===== config.mk =====
export PLATFORM = sky130hd
export DESIGN_NAME = deque_with_remove_by_value_core_flat
export DESIGN_NICKNAME = d
export VERILOG_FILES = /design/src/hw/rtl/dq_pkg.sv /design/src/hw/rtl/dq_if.sv /design/src/hw/rtl/dq_ram.sv /design/src/hw/rtl/dq_seq.sv /design/src/hw/rtl/deque_with_remove_by_value_core.sv /design/src/flat_wrapper.sv
export SDC_FILE = /design/constraint.sdc
export NUM_CORES = 2
export LEC_CHECK = 0
export BUFFER_PORTS_ARGS = -buffer_cell sky130_fd_sc_hd__buf_2
export CORE_ASPECT_RATIO = 1.4
export CORE_MARGIN = 2
export CORE_UTILIZATION = 40
export CTS_CLUSTER_DIAMETER = 200
export DETAILED_ROUTE_END_ITERATION = 6
export GPL_TIMING_DRIVEN = 0
export PLACE_DENSITY = 0.53
export SYNTH_ARGS = -nofsm -noshare
export SYNTH_HDL_FRONTEND = slang
export SYNTH_HIERARCHICAL = 1
export SYNTH_SLANG_ARGS = --single-unit

===== constraint.sdc =====
create_clock -name clk -period 7.3 [get_ports clk]
set_clock_uncertainty 0.05 [all_clocks]
set_input_delay 2.19 -clock clk [delete_from_list [all_inputs] [get_ports clk]]
set_output_delay 2.19 -clock clk [all_outputs]
set_load 0.01 [all_outputs]

===== src/hw/rtl/dq_pkg.sv =====
// Shared types and constants for the deque with remove-by-value.
// No dependencies; imported by every other file of the block.
package dq_pkg;

  localparam int DATA_W = 32;
  localparam int OPC_W  = 3;

  typedef enum logic [OPC_W-1:0] {
    OP_PUSH_FRONT = 3'd0,
    OP_PUSH_BACK  = 3'd1,
    OP_POP_FRONT  = 3'd2,
    OP_POP_BACK   = 3'd3,
    OP_REMOVE     = 3'd4
  } opcode_t;

  typedef enum logic [1:0] {
    ST_OK        = 2'd0,
    ST_EMPTY     = 2'd1,
    ST_FULL      = 2'd2,
    ST_NOT_FOUND = 2'd3
  } status_t;

  typedef enum logic [2:0] {
    S_IDLE,
    S_READ,
    S_SCAN,
    S_SHIFT,
    S_RESULT
  } seq_state_t;

  typedef struct packed {
    logic [DATA_W-1:0] removed_value;
    status_t           status;
  } res_t;

endpackage


===== src/hw/rtl/dq_if.sv =====
// Valid/ready channel interfaces for the request and response sides.
// Depends on dq_pkg for the field widths.
interface dq_req_if;
  import dq_pkg::*;
  logic                     valid;
  logic                     ready;
  logic [OPC_W-1:0]         opcode;
  logic signed [DATA_W-1:0] value;

  modport source (output valid, opcode, value, input ready);
  modport sink   (input valid, opcode, value, output ready);
endinterface

interface dq_rsp_if #(parameter int CNT_W = 7);
  import dq_pkg::*;
  logic                     valid;
  logic                     ready;
  logic signed [DATA_W-1:0] removed_value;
  logic [1:0]               status;
  logic [CNT_W-1:0]         occupancy;

  modport source (output valid, removed_value, status, occupancy, input ready);
  modport sink   (input valid, removed_value, status, occupancy, output ready);
endinterface


===== src/hw/rtl/dq_ram.sv =====
// Entry storage: one write port and one read port with registered read data.
// Depends on dq_pkg for the data width.
module dq_ram #(
  parameter int DEPTH = 64,
  parameter int AW    = 6
) (
  input  logic                      clk,
  input  logic                      we,
  input  logic [AW-1:0]             waddr,
  input  logic [dq_pkg::DATA_W-1:0] wdata,
  input  logic                      re,
  input  logic [AW-1:0]             raddr,
  output logic [dq_pkg::DATA_W-1:0] rdata
);
  import dq_pkg::*;

  logic [DATA_W-1:0] mem [DEPTH];

  always_ff @(posedge clk) begin
    if (we) begin
      mem[waddr] <= wdata;
    end
  end

  always_ff @(posedge clk) begin
    if (re) begin
      rdata <= mem[raddr];
    end
  end

endmodule


===== src/hw/rtl/dq_seq.sv =====
// Sequencer: ring pointers, opcode decode, front-to-back scan and gap close.
// Depends on dq_pkg; drives the ports of dq_ram.
module dq_seq #(
  parameter int CAPACITY = 64,
  parameter int IDX_W    = 6,
  parameter int CNT_W    = 7
) (
  input  logic                      clk,
  input  logic                      rst,
  input  logic                      req_valid,
  output logic                      req_ready,
  input  logic [dq_pkg::OPC_W-1:0]  req_opcode,
  input  logic [dq_pkg::DATA_W-1:0] req_value,
  output logic                      res_valid,
  input  logic                      res_ready,
  output dq_pkg::res_t              res,
  output logic [CNT_W-1:0]          res_occupancy,
  output logic                      mem_we,
  output logic [IDX_W-1:0]          mem_waddr,
  output logic [dq_pkg::DATA_W-1:0] mem_wdata,
  output logic                      mem_re,
  output logic [IDX_W-1:0]          mem_raddr,
  input  logic [dq_pkg::DATA_W-1:0] mem_rdata
);
  import dq_pkg::*;

  localparam int SUM_W = IDX_W + 1;

  seq_state_t        state, state_next;
  logic [IDX_W-1:0]  front, front_next;
  logic [CNT_W-1:0]  count, count_next;
  logic [CNT_W-1:0]  idx, idx_next;
  logic [CNT_W-1:0]  wr_idx, wr_idx_next;
  logic              chk_valid, chk_valid_next;
  logic [DATA_W-1:0] val, val_next;
  logic [DATA_W-1:0] res_value, res_value_next;
  status_t           res_status, res_status_next;
  logic              full;

  // Ring position of a logical index; the sum stays below twice the capacity.
  function automatic logic [IDX_W-1:0] slot(input logic [IDX_W-1:0] base,
                                            input logic [CNT_W-1:0] logical);
    logic [SUM_W-1:0] sum;
    sum = SUM_W'(base) + SUM_W'(logical);
    if (sum >= SUM_W'(CAPACITY)) begin
      sum = sum - SUM_W'(CAPACITY);
    end
    return sum[IDX_W-1:0];
  endfunction

  assign full = (count == CNT_W'(CAPACITY));

  always_ff @(posedge clk) begin
    if (rst) begin
      state     <= S_IDLE;
      front     <= '0;
      count     <= '0;
      chk_valid <= 1'b0;
    end else begin
      state     <= state_next;
      front     <= front_next;
      count     <= count_next;
      chk_valid <= chk_valid_next;
    end
  end

  always_ff @(posedge clk) begin
    idx        <= idx_next;
    wr_idx     <= wr_idx_next;
    val        <= val_next;
    res_value  <= res_value_next;
    res_status <= res_status_next;
  end

  always_comb begin
    state_next      = state;
    front_next      = front;
    count_next      = count;
    idx_next        = idx;
    wr_idx_next     = wr_idx;
    chk_valid_next  = chk_valid;
    val_next        = val;
    res_value_next  = res_value;
    res_status_next = res_status;
    req_ready       = 1'b0;
    res_valid       = 1'b0;
    mem_we          = 1'b0;
    mem_waddr       = '0;
    mem_wdata       = '0;
    mem_re          = 1'b0;
    mem_raddr       = '0;

    unique case (state)
      S_IDLE: begin
        req_ready = 1'b1;
        if (req_valid) begin
          val_next        = req_value;
          res_value_next  = '0;
          res_status_next = ST_OK;
          state_next      = S_RESULT;
          case (req_opcode)
            OP_PUSH_FRONT: begin
              if (full) begin
                res_status_next = ST_FULL;
              end else begin
                front_next = (front == '0) ? IDX_W'(CAPACITY - 1) : front - 1'b1;
                mem_we     = 1'b1;
                mem_waddr  = front_next;
                mem_wdata  = req_value;
                count_next = count + 1'b1;
              end
            end
            OP_PUSH_BACK: begin
              if (full) begin
                res_status_next = ST_FULL;
              end else begin
                mem_we     = 1'b1;
                mem_waddr  = slot(front, count);
                mem_wdata  = req_value;
                count_next = count + 1'b1;
              end
            end
            OP_POP_FRONT: begin
              if (count == '0) begin
                res_status_next = ST_EMPTY;
              end else begin
                mem_re     = 1'b1;
                mem_raddr  = front;
                front_next = slot(front, CNT_W'(1));
                count_next = count - 1'b1;
                state_next = S_READ;
              end
            end
            OP_POP_BACK: begin
              if (count == '0) begin
                res_status_next = ST_EMPTY;
              end else begin
                mem_re     = 1'b1;
                mem_raddr  = slot(front, count - 1'b1);
                count_next = count - 1'b1;
                state_next = S_READ;
              end
            end
            OP_REMOVE: begin
              if (count == '0) begin
                res_status_next = ST_EMPTY;
              end else begin
                idx_next       = '0;
                chk_valid_next = 1'b0;
                state_next     = S_SCAN;
              end
            end
            default: ;
          endcase
        end
      end

      S_READ: begin
        res_value_next = mem_rdata;
        state_next     = S_RESULT;
      end

      // Issue one read a cycle; compare the entry read in the cycle before.
      S_SCAN: begin
        if (chk_valid && mem_rdata == val) begin
          res_value_next = mem_rdata;
          wr_idx_next    = idx - 1'b1;
          chk_valid_next = 1'b0;
          state_next     = S_SHIFT;
        end else if (idx == count) begin
          res_status_next = ST_NOT_FOUND;
          chk_valid_next  = 1'b0;
          state_next      = S_RESULT;
        end else begin
          mem_re         = 1'b1;
          mem_raddr      = slot(front, idx);
          idx_next       = idx + 1'b1;
          chk_valid_next = 1'b1;
        end
      end

      // Move each later entry one place toward the front.
      S_SHIFT: begin
        if (chk_valid) begin
          mem_we      = 1'b1;
          mem_waddr   = slot(front, wr_idx);
          mem_wdata   = mem_rdata;
          wr_idx_next = wr_idx + 1'b1;
        end
        if (idx < count) begin
          mem_re         = 1'b1;
          mem_raddr      = slot(front, idx);
          idx_next       = idx + 1'b1;
          chk_valid_next = 1'b1;
        end else begin
          chk_valid_next = 1'b0;
          if (!chk_valid) begin
            count_next = count - 1'b1;
            state_next = S_RESULT;
          end
        end
      end

      S_RESULT: begin
        res_valid = 1'b1;
        if (res_ready) begin
          state_next = S_IDLE;
        end
      end

      default: state_next = S_IDLE;
    endcase
  end

  assign res.removed_value = res_value;
  assign res.status        = res_status;
  assign res_occupancy     = count;

  a_count_bound: assert property (@(posedge clk) disable iff (rst)
    count <= CNT_W'(CAPACITY))
    else $error("entry count above capacity");

  a_scan_holds_ring: assert property (@(posedge clk) disable iff (rst)
    (state == S_SCAN) |=> $stable(count) && $stable(front))
    else $error("ring pointers moved during scan");

  a_shift_order: assert property (@(posedge clk) disable iff (rst)
    (state == S_SHIFT && mem_we) |-> (wr_idx < idx))
    else $error("gap close write overtook its read");

  a_full_status: assert property (@(posedge clk) disable iff (rst)
    (res_valid && res.status == ST_FULL) |-> full)
    else $error("full status with free space");

  a_result_handoff: assert property (@(posedge clk) disable iff (rst)
    (res_valid && res_ready) |=> (state == S_IDLE))
    else $error("sequencer did not return to idle after handoff");

endmodule


===== src/hw/rtl/deque_with_remove_by_value_core.sv =====
// Deque of signed 32-bit values in a ring, with remove-by-value.
// Push, empty, full or unknown opcode: result passes S_RESULT to the output register.
// No new request is taken until the result leaves S_RESULT. Pop adds a read in S_READ.
// Remove scans through the single read port of the entry RAM, then closes the gap.
// Reset (rst, synchronous) empties the deque; the entry RAM is not cleared.
// Depends on dq_pkg, dq_if, dq_ram and dq_seq.
module deque_with_remove_by_value_core #(
  parameter int CAPACITY = 64
) (
  input  logic     clk,
  input  logic     rst,
  dq_req_if.sink   req,
  dq_rsp_if.source rsp
);
  import dq_pkg::*;

  localparam int IDX_W = (CAPACITY > 1) ? $clog2(CAPACITY) : 1;
  localparam int CNT_W = $clog2(CAPACITY + 1);

  logic              res_valid, res_ready;
  res_t              res;
  logic [CNT_W-1:0]  res_occupancy;
  logic              mem_we, mem_re;
  logic [IDX_W-1:0]  mem_waddr, mem_raddr;
  logic [DATA_W-1:0] mem_wdata, mem_rdata;

  logic              out_valid;
  res_t              out_res;
  logic [CNT_W-1:0]  out_occupancy;

  dq_seq #(
    .CAPACITY(CAPACITY),
    .IDX_W   (IDX_W),
    .CNT_W   (CNT_W)
  ) u_seq (
    .clk          (clk),
    .rst          (rst),
    .req_valid    (req.valid),
    .req_ready    (req.ready),
    .req_opcode   (req.opcode),
    .req_value    (req.value),
    .res_valid    (res_valid),
    .res_ready    (res_ready),
    .res          (res),
    .res_occupancy(res_occupancy),
    .mem_we       (mem_we),
    .mem_waddr    (mem_waddr),
    .mem_wdata    (mem_wdata),
    .mem_re       (mem_re),
    .mem_raddr    (mem_raddr),
    .mem_rdata    (mem_rdata)
  );

  dq_ram #(
    .DEPTH(CAPACITY),
    .AW   (IDX_W)
  ) u_ram (
    .clk  (clk),
    .we   (mem_we),
    .waddr(mem_waddr),
    .wdata(mem_wdata),
    .re   (mem_re),
    .raddr(mem_raddr),
    .rdata(mem_rdata)
  );

  // Output register: load when empty or being drained.
  assign res_ready = !out_valid || rsp.ready;

  always_ff @(posedge clk) begin
    if (rst) begin
      out_valid <= 1'b0;
    end else if (res_ready) begin
      out_valid <= res_valid;
    end
  end

  always_ff @(posedge clk) begin
    if (res_valid && res_ready) begin
      out_res       <= res;
      out_occupancy <= res_occupancy;
    end
  end

  assign rsp.valid         = out_valid;
  assign rsp.removed_value = out_res.removed_value;
  assign rsp.status        = out_res.status;
  assign rsp.occupancy     = out_occupancy;

endmodule

===== src/flat_wrapper.sv =====
// flat-port wrapper written by rule: the top's interface ports become plain ports
module deque_with_remove_by_value_core_flat import dq_pkg::*;
#(
  parameter int CAPACITY = 64
)
  (clk, rst, req_valid, req_opcode, req_value, req_ready, rsp_valid, rsp_removed_value, rsp_status, rsp_occupancy, rsp_ready);
  dq_req_if req_i ();
  dq_rsp_if rsp_i ();
  input  logic clk;
  input  logic rst;
  input wire logic [$bits(req_i.valid)-1:0] req_valid;
  input wire logic [$bits(req_i.opcode)-1:0] req_opcode;
  input wire logic [$bits(req_i.value)-1:0] req_value;
  output wire logic [$bits(req_i.ready)-1:0] req_ready;
  output wire logic [$bits(rsp_i.valid)-1:0] rsp_valid;
  output wire logic [$bits(rsp_i.removed_value)-1:0] rsp_removed_value;
  output wire logic [$bits(rsp_i.status)-1:0] rsp_status;
  output wire logic [$bits(rsp_i.occupancy)-1:0] rsp_occupancy;
  input wire logic [$bits(rsp_i.ready)-1:0] rsp_ready;
  assign req_i.valid = req_valid;
  assign req_i.opcode = req_opcode;
  assign req_i.value = req_value;
  assign req_ready = req_i.ready;
  assign rsp_valid = rsp_i.valid;
  assign rsp_removed_value = rsp_i.removed_value;
  assign rsp_status = rsp_i.status;
  assign rsp_occupancy = rsp_i.occupancy;
  assign rsp_i.ready = rsp_ready;
  deque_with_remove_by_value_core #(.CAPACITY(CAPACITY)) u_core (.clk(clk), .rst(rst), .req(req_i), .rsp(rsp_i));
endmodule

; After elaboration in Yosys (flattened, before gate mapping)
; Memory sizes are Yosys's and may differ from the RTL's. A register that Yosys moved wholly into a read port is not among the register bits.
; Index checks and enable logic that the tools add are counted.
[op_classes]
mux = 85
eq_ne = 29
addsub = 16
n_reduce_logical = 26
n_lt_le_gt_ge = 6
[ops]
columns = operator, n
row1 = 2-to-1 mux 32 bit, 6
row2 = 2-to-1 mux 6 bit, 18
row3 = case mux 32 bit (3 select lines), 1
row4 = 2-to-1 mux 7 bit, 13
row5 = case mux 32 bit (2 select lines), 1
row6 = case mux 6 bit (2 select lines), 4
row7 = case mux 7 bit (2 select lines), 3
row8 = "subtractor 6 x 1 -> 6 bit, second input constant", 6
row9 = ">= comparator 7 bit, second input constant", 5
row10 = equality test 32 bit, 1
row11 = adder 6 x 7 -> 7 bit, 4
row12 = 2-to-1 mux 3 bit, 8
row13 = "!= test 2 bit, second input constant", 12
row14 = "adder 7 x 1 -> 7 bit, second input constant", 3
row15 = case mux 7 bit (3 select lines), 1
row16 = 2-to-1 mux 1 bit, 18
row17 = case mux 6 bit (3 select lines), 1
row18 = case mux 3 bit (5 select lines), 1
row19 = AND reduction 7 bit, 2
row20 = "subtractor 7 x 1 -> 7 bit, second input constant", 2
row21 = "equality test 3 x 2 -> 1 bit, second input constant", 4
row22 = "!= test 3 bit, second input constant", 4
row23 = AND reduction 5 bit, 2
row24 = 2-to-1 mux 2 bit, 4
row25 = other kinds (24), 38
[totals]
output_inout_bits = 43
wordCells = 176
input_bits = 39
n_memories = 1
regBits = 139
ramBits = 2048
[mem_list]
columns = memory, words, width, rd, rd_clocked_by_memory_dff, wr, line_no
row1 = u_core.u_ram.mem, 64, 32, 1, 1, 1, dq_ram.sv:17  ; logic [DATA_W-1:0] mem [DEPTH];

; Depth between registers and ports, before layout
[logic_depth]
word_depth = 8
mapped_depth = 20
mapped_depth_nobuf = 15

; By module
; The synthesis kept the hierarchy.
[modules_own_cells]
columns = module, seq_area_each_um2, area_each_um2, n_inst, cells_each
row1 = dq_ram, 62459.9, 79359.9, 1, 3511
row2 = dq_seq, 2712.6, 6188.4, 1, 594
row3 = deque_with_remove_by_value_core, 1251.2, 1286.2, 1, 46

; Worst setup path after synthesis
; OpenSTA, ideal clock, no wires.
[synth_path]
path_type = input-to-reg
startpoint = input port req_valid
endpoint = memory u_core.u_ram.mem[28][0], enable pin
stages = 12
required_ns = 6.829
setup_ns = 0.421
arrival_ns = 6.310
n_path_buf = 4
setup_slack_ns = 0.518
cell_sequence = nand2_2 -> inv_1 -> and3_1 -> buf_2 -> buf_2 -> o311ai_0 -> o21ai_0 -> clkbuf_1 -> or3b_2 -> or2_2 -> clkbuf_1 -> nor2_1
[synth_via]
elab_cells_between_ends = 6
classes_between = mux (6)
[synth_lines]
columns = element, line_no
row1 = "start, declared", flat_wrapper.sv:11  ; input wire logic [$bits(req_i.valid)-1:0] req_valid;
row2 = 2-to-1 mux 6 bit, dq_seq.sv:96  ; if (req_valid) begin
row3 = case mux 6 bit (2 select lines), dq_seq.sv:93  ; unique case (state)
row4 = net u_core.mem_waddr[2], deque_with_remove_by_value_core.sv:24  ; logic [IDX_W-1:0] mem_waddr, mem_raddr;
row5 = "end, declared", dq_ram.sv:17
; The timed path passes the listed nets, and every way through them passes these cells.

; Final worst setup path
[layout_path]
startpoint = input port req_valid
endpoint = register u_core/u_ram/rdata[22] (netlist name), read port of u_core.u_ram.mem, data pin
[layout_via]
elab_chain_len = 2
elab_cells_between_ends = 4
classes_between = mux (4)
[layout_lines]
columns = element, line_no
row1 = 2-to-1 mux 6 bit, dq_seq.sv:96
row2 = case mux 6 bit (3 select lines), dq_seq.sv:93
row3 = net u_core.mem_raddr[5], deque_with_remove_by_value_core.sv:24
row4 = "end, declared", dq_ram.sv:13  ; output logic [dq_pkg::DATA_W-1:0] rdata
; The timed path passes the listed nets, and every way through them passes these cells.
; A chain may end at the register's enable or synchronous reset.

==> results.json <==
{
  "avgRoutedWirePerCell_um": 35.6,
  "report.final.slew_viol_count": 0,
  "yosysWarningCount": 6,
  "cts-root-buf": "clkbuf_16",
  "antenna_found_initial": 17,
  "p_leak_nw": 33.0,
  "synth_flop_cell": "edfxtp_1",
  "synth_top_area_cell": "edfxtp_1",
  "reg2reg_setup_slack_ps": 110,
  "cts_setup_buffers": 0,
  "reg2reg_depth": 16,
  "timing.hold.ws_ps": 368,
  "finalSetupViolCount": 0,
  "vias": 45100,
  "synthTopCellsByCount": "edfxtp_1 (2,200), mux4_2 (446), mux2i_1 (196)",
  "num_rows": 202,
  "outcome": "complete, no violations",
  "place_congestion": 0.867,
  "startpoint_type": "input pin",
  "cp_max_fo": 15,
  "grt_pass1_wl_um": 368000,
  "dp_hpwl_um": 181000,
  "period_share_pct": 98.6,
  "drc": 0,
  "clk_pin_slew_ps": 60,
  "nets": 4620,
  "ant_nets": 0,
  "core_area_um2": 216000,
  "cts.sinks": 2218,
  "clk_latency_ps": 850,
  "die_w_um": 398,
  "crit_type": "input pin to flip-flop",
  "pin_count": 82,
  "cts_buffer_depth": 4,
  "area_growth_pct": 14.9,
  "first_pass_iters": 6,
  "synth.area.top_cells": "edfxtp_1 (76%), mux4_2 (12%), mux2i_1 (2.3%), a22oi_1 (1.1%), ha_1 (0.52%)",
  "p_per_area_nw_per_um2": 256,
  "die-height_um": 555,
  "worstHoldStart": "u_core/u_seq/res_value[30]$_SDFFCE_PN0P_",
  "synth_nets": 4230,
  "hold_path_end": "u_core/rsp.removed_value[30]$_DFFE_PP_",
  "drive_gt1_share_pct": 24.5,
  "ir_drop_mv": 0.190,
  "gr-usage-all-layers_pct": 24.2,
  "cts_tree": "yes",
  "yosysMostFrequentCell": "edfxtp_1",
  "cp.required_ps": 7720,
  "end_kind": "flip-flop",
  "tightest_slew_ps": 1430,
  "hold_depth": 0,
  "rr_endpoint": "u_core/u_ram/rdata[7]$_DFFE_PP_",
  "hold_viol": 0,
  "io_buffers": 81,
  "max_freq_mhz": 139,
  "r2r_start": "u_core/u_seq/res_occupancy[4]$_SDFFE_PP0P_",
  "first_iter_violations": 5065,
  "wl_um": 269000,
  "initial_core_util_pct": 40.2,
  "dieArea_um2": 221000,
  "ys_seq_area_share_pct": 76.5,
  "cap_viol_max_count": 0,
  "finalPower_w": 0.0256,
  "syn_inst": 4151,
  "grt_start_max_net_pins": 65,
  "grt_pass1_vias": 45100,
  "avgViaCountPerCell": 5.98,
  "synth_top_area_share_pct": 76.1,
  "cts.htree.levels": 4,
  "hold_path.class": "flip-flop to flip-flop",
  "netlist_area_um2": 86800,
  "cp.arrival_ps": 7610,
  "gr-total-overflow": 0,
  "synth_edf_count": 2200,
  "async_flop_share_pct": 0,
  "rsz0062_at_grt": "no",
  "relSlewSlack_pct": 4.79,
  "ys_ff_latch": 2218,
  "ys_types": 76,
  "min_period_ps": 7200,
  "synth.avg_cell_area_um2": 20.9,
  "cts_buffers": 207
}
[state kept, by name, summed over array words and instances, names as in the netlist, 2 cells and up]
name	cells
u_core/u_seq/res_value	32
u_core/u_seq/state	3
u_core/u_seq/front	6
u_core/rsp.status	2
u_core/u_seq/wr_idx	6
u_core/u_ram/mem	2048
u_core/rsp.removed_value	32
u_core/rsp.occupancy	7
u_core/u_seq/res_occupancy	7
u_core/u_seq/val	32
u_core/u_seq/idx	7
u_core/u_ram/rdata	32
u_core/u_seq/res_status	2
[how the worst max path moves through the flow]
stage	startpoint	end	slack, ps	depth (start not counted)
4_1_cts	u_core/u_seq/res_occupancy[4]$_SDFFE_PP0P_	u_core/u_ram/rdata[7]$_DFFE_PP_	90	15
3_5_place_dp	req_valid	u_core/u_ram/rdata[21]$_DFFE_PP_	-2010	11
3_3_place_gp	req_valid	u_core/u_ram/mem[12][25]$_DFFE_PP_	-3220	13
6_report	req_valid	u_core/u_ram/rdata[22]$_DFFE_PP_	100	14
5_1_grt	req_valid	u_core/u_ram/rdata[22]$_DFFE_PP_	80	14
2_1_floorplan	req_valid	u_core/u_ram/mem[28][0]$_DFFE_PP_	520	12
[cells in the final DEF, fill, tap and decap left out, types with 15 or more instances in the layout]
master / netlist / layout
a21oi_1: 66 / 65
a22oi_1: 127 / 127
clkinv_2: 0 / 22
buf_4: 28 / 29
nor3_1: 18 / 18
clkbuf_16: 0 / 210
o211ai_1: 15 / 15
o221ai_1: 16 / 16
nor2b_1: 21 / 21
edfxtp_1: 2200 / 2200
mux2i_1: 196 / 196
and2_1: 39 / 39
xor2_1: 32 / 32
buf_6: 33 / 33
o22ai_1: 49 / 46
nand2_1: 58 / 57
buf_12: 3 / 89
o21ai_0: 55 / 55
xnor2_1: 41 / 41
nor2_1: 117 / 52
inv_1: 29 / 29
a31oi_1: 28 / 28
ha_1: 36 / 36
nor2_4: 0 / 64
clkinv_1: 0 / 46
buf_2: 62 / 143
a211oi_1: 24 / 24
dfxtp_1: 18 / 18
a22o_2: 0 / 28
clkbuf_1: 88 / 140
mux4_2: 446 / 446
nand3_1: 70 / 70
[per-stage QoR]
| stage | cell area [µm²] | setup TNS (ps) | cells | setup slack [ps] | util [%] |
|---|---|---|---|---|---|
| CTS | 99800 | 0 | 7548 | 87.2 | 46.2 |
| global route | 99800 | 0 | 7550 | 78.6 | 46.2 |
| global placement | 90800 | -4688870 | 7088 | -3220 | 42.0 |
| floorplan | 86800 | 0 | 4151 | 518 | - |
| finish | 99800 | 0 | 7554 | 103 | 46.2 |
| detailed placement | 93500 | -24620 | 7189 | -2010 | 43.3 |
[where the power goes]
part	total, W	internal [W]	switching, W	leakage, nW
sequential	0.0141	0.0140	0.0000419	22.7
clock	0.0104	0.00577	0.00462	3.06
combinational	0.00114	0.000352	0.000790	7.26
total	0.0256	0.0201	0.00546	33.0
[cell families after synthesis]
group                    count (synthesis)  synth area share (%)
buffers and inverters                  259                  1.74
XOR/XNOR                                73                 0.736
flip-flops                            2218                  76.5
AO/OA/AOI/OAI                          505                  4.12
multiplexers                           642                  13.8
adder cells (fa/ha/maj)                 40                 0.611
AND/OR/NAND/NOR                        414                  2.47
[cell type report]
class	count	area [µm²]
buffer	229	1400
clock buffer	268	5490
tap	2856	3570
antenna	6	15.0
sequential	2218	66400
multi-input combinational	1674	19500
timing repair buffer	182	2490
fill	18100	116000
inverter	29	109
clock inverter	92	795
[critical path: stages]
cell and delay [ps]:
buf_2 120, nand2_2 70, inv_1 490, nand2_1 400, a21o_1 260, a32oi_1 470, buf_4 300, clkbuf_1 780
inv_1 120, nor2_1 980, clkbuf_1 600, a21oi_1 280, a21oi_1 310, a221oi_1 210
[timing repair]
item / in CTS / in global routing
hold buffers: 0 / 0
setup endpoints to repair: 16 / 1
resized for setup: 7 / 1
gates cloned: 0 / 0
[routing by layer]
metal / vias to the layer above / part of all wire [%] / global-route usage, % / wire, µm
li1: 18200 / - / - / -
met1: 24600 / 37 / 29.9 / 99300
met2: 1910 / 52 / 42.7 / 140000
met3: 501 / 6.4 / 3.22 / 17100
met4: 4 / 4.7 / 9.81 / 12800
met5: - / 0.012 / 0 / 33
Note: power is estimated with default switching activity, not from simulation.
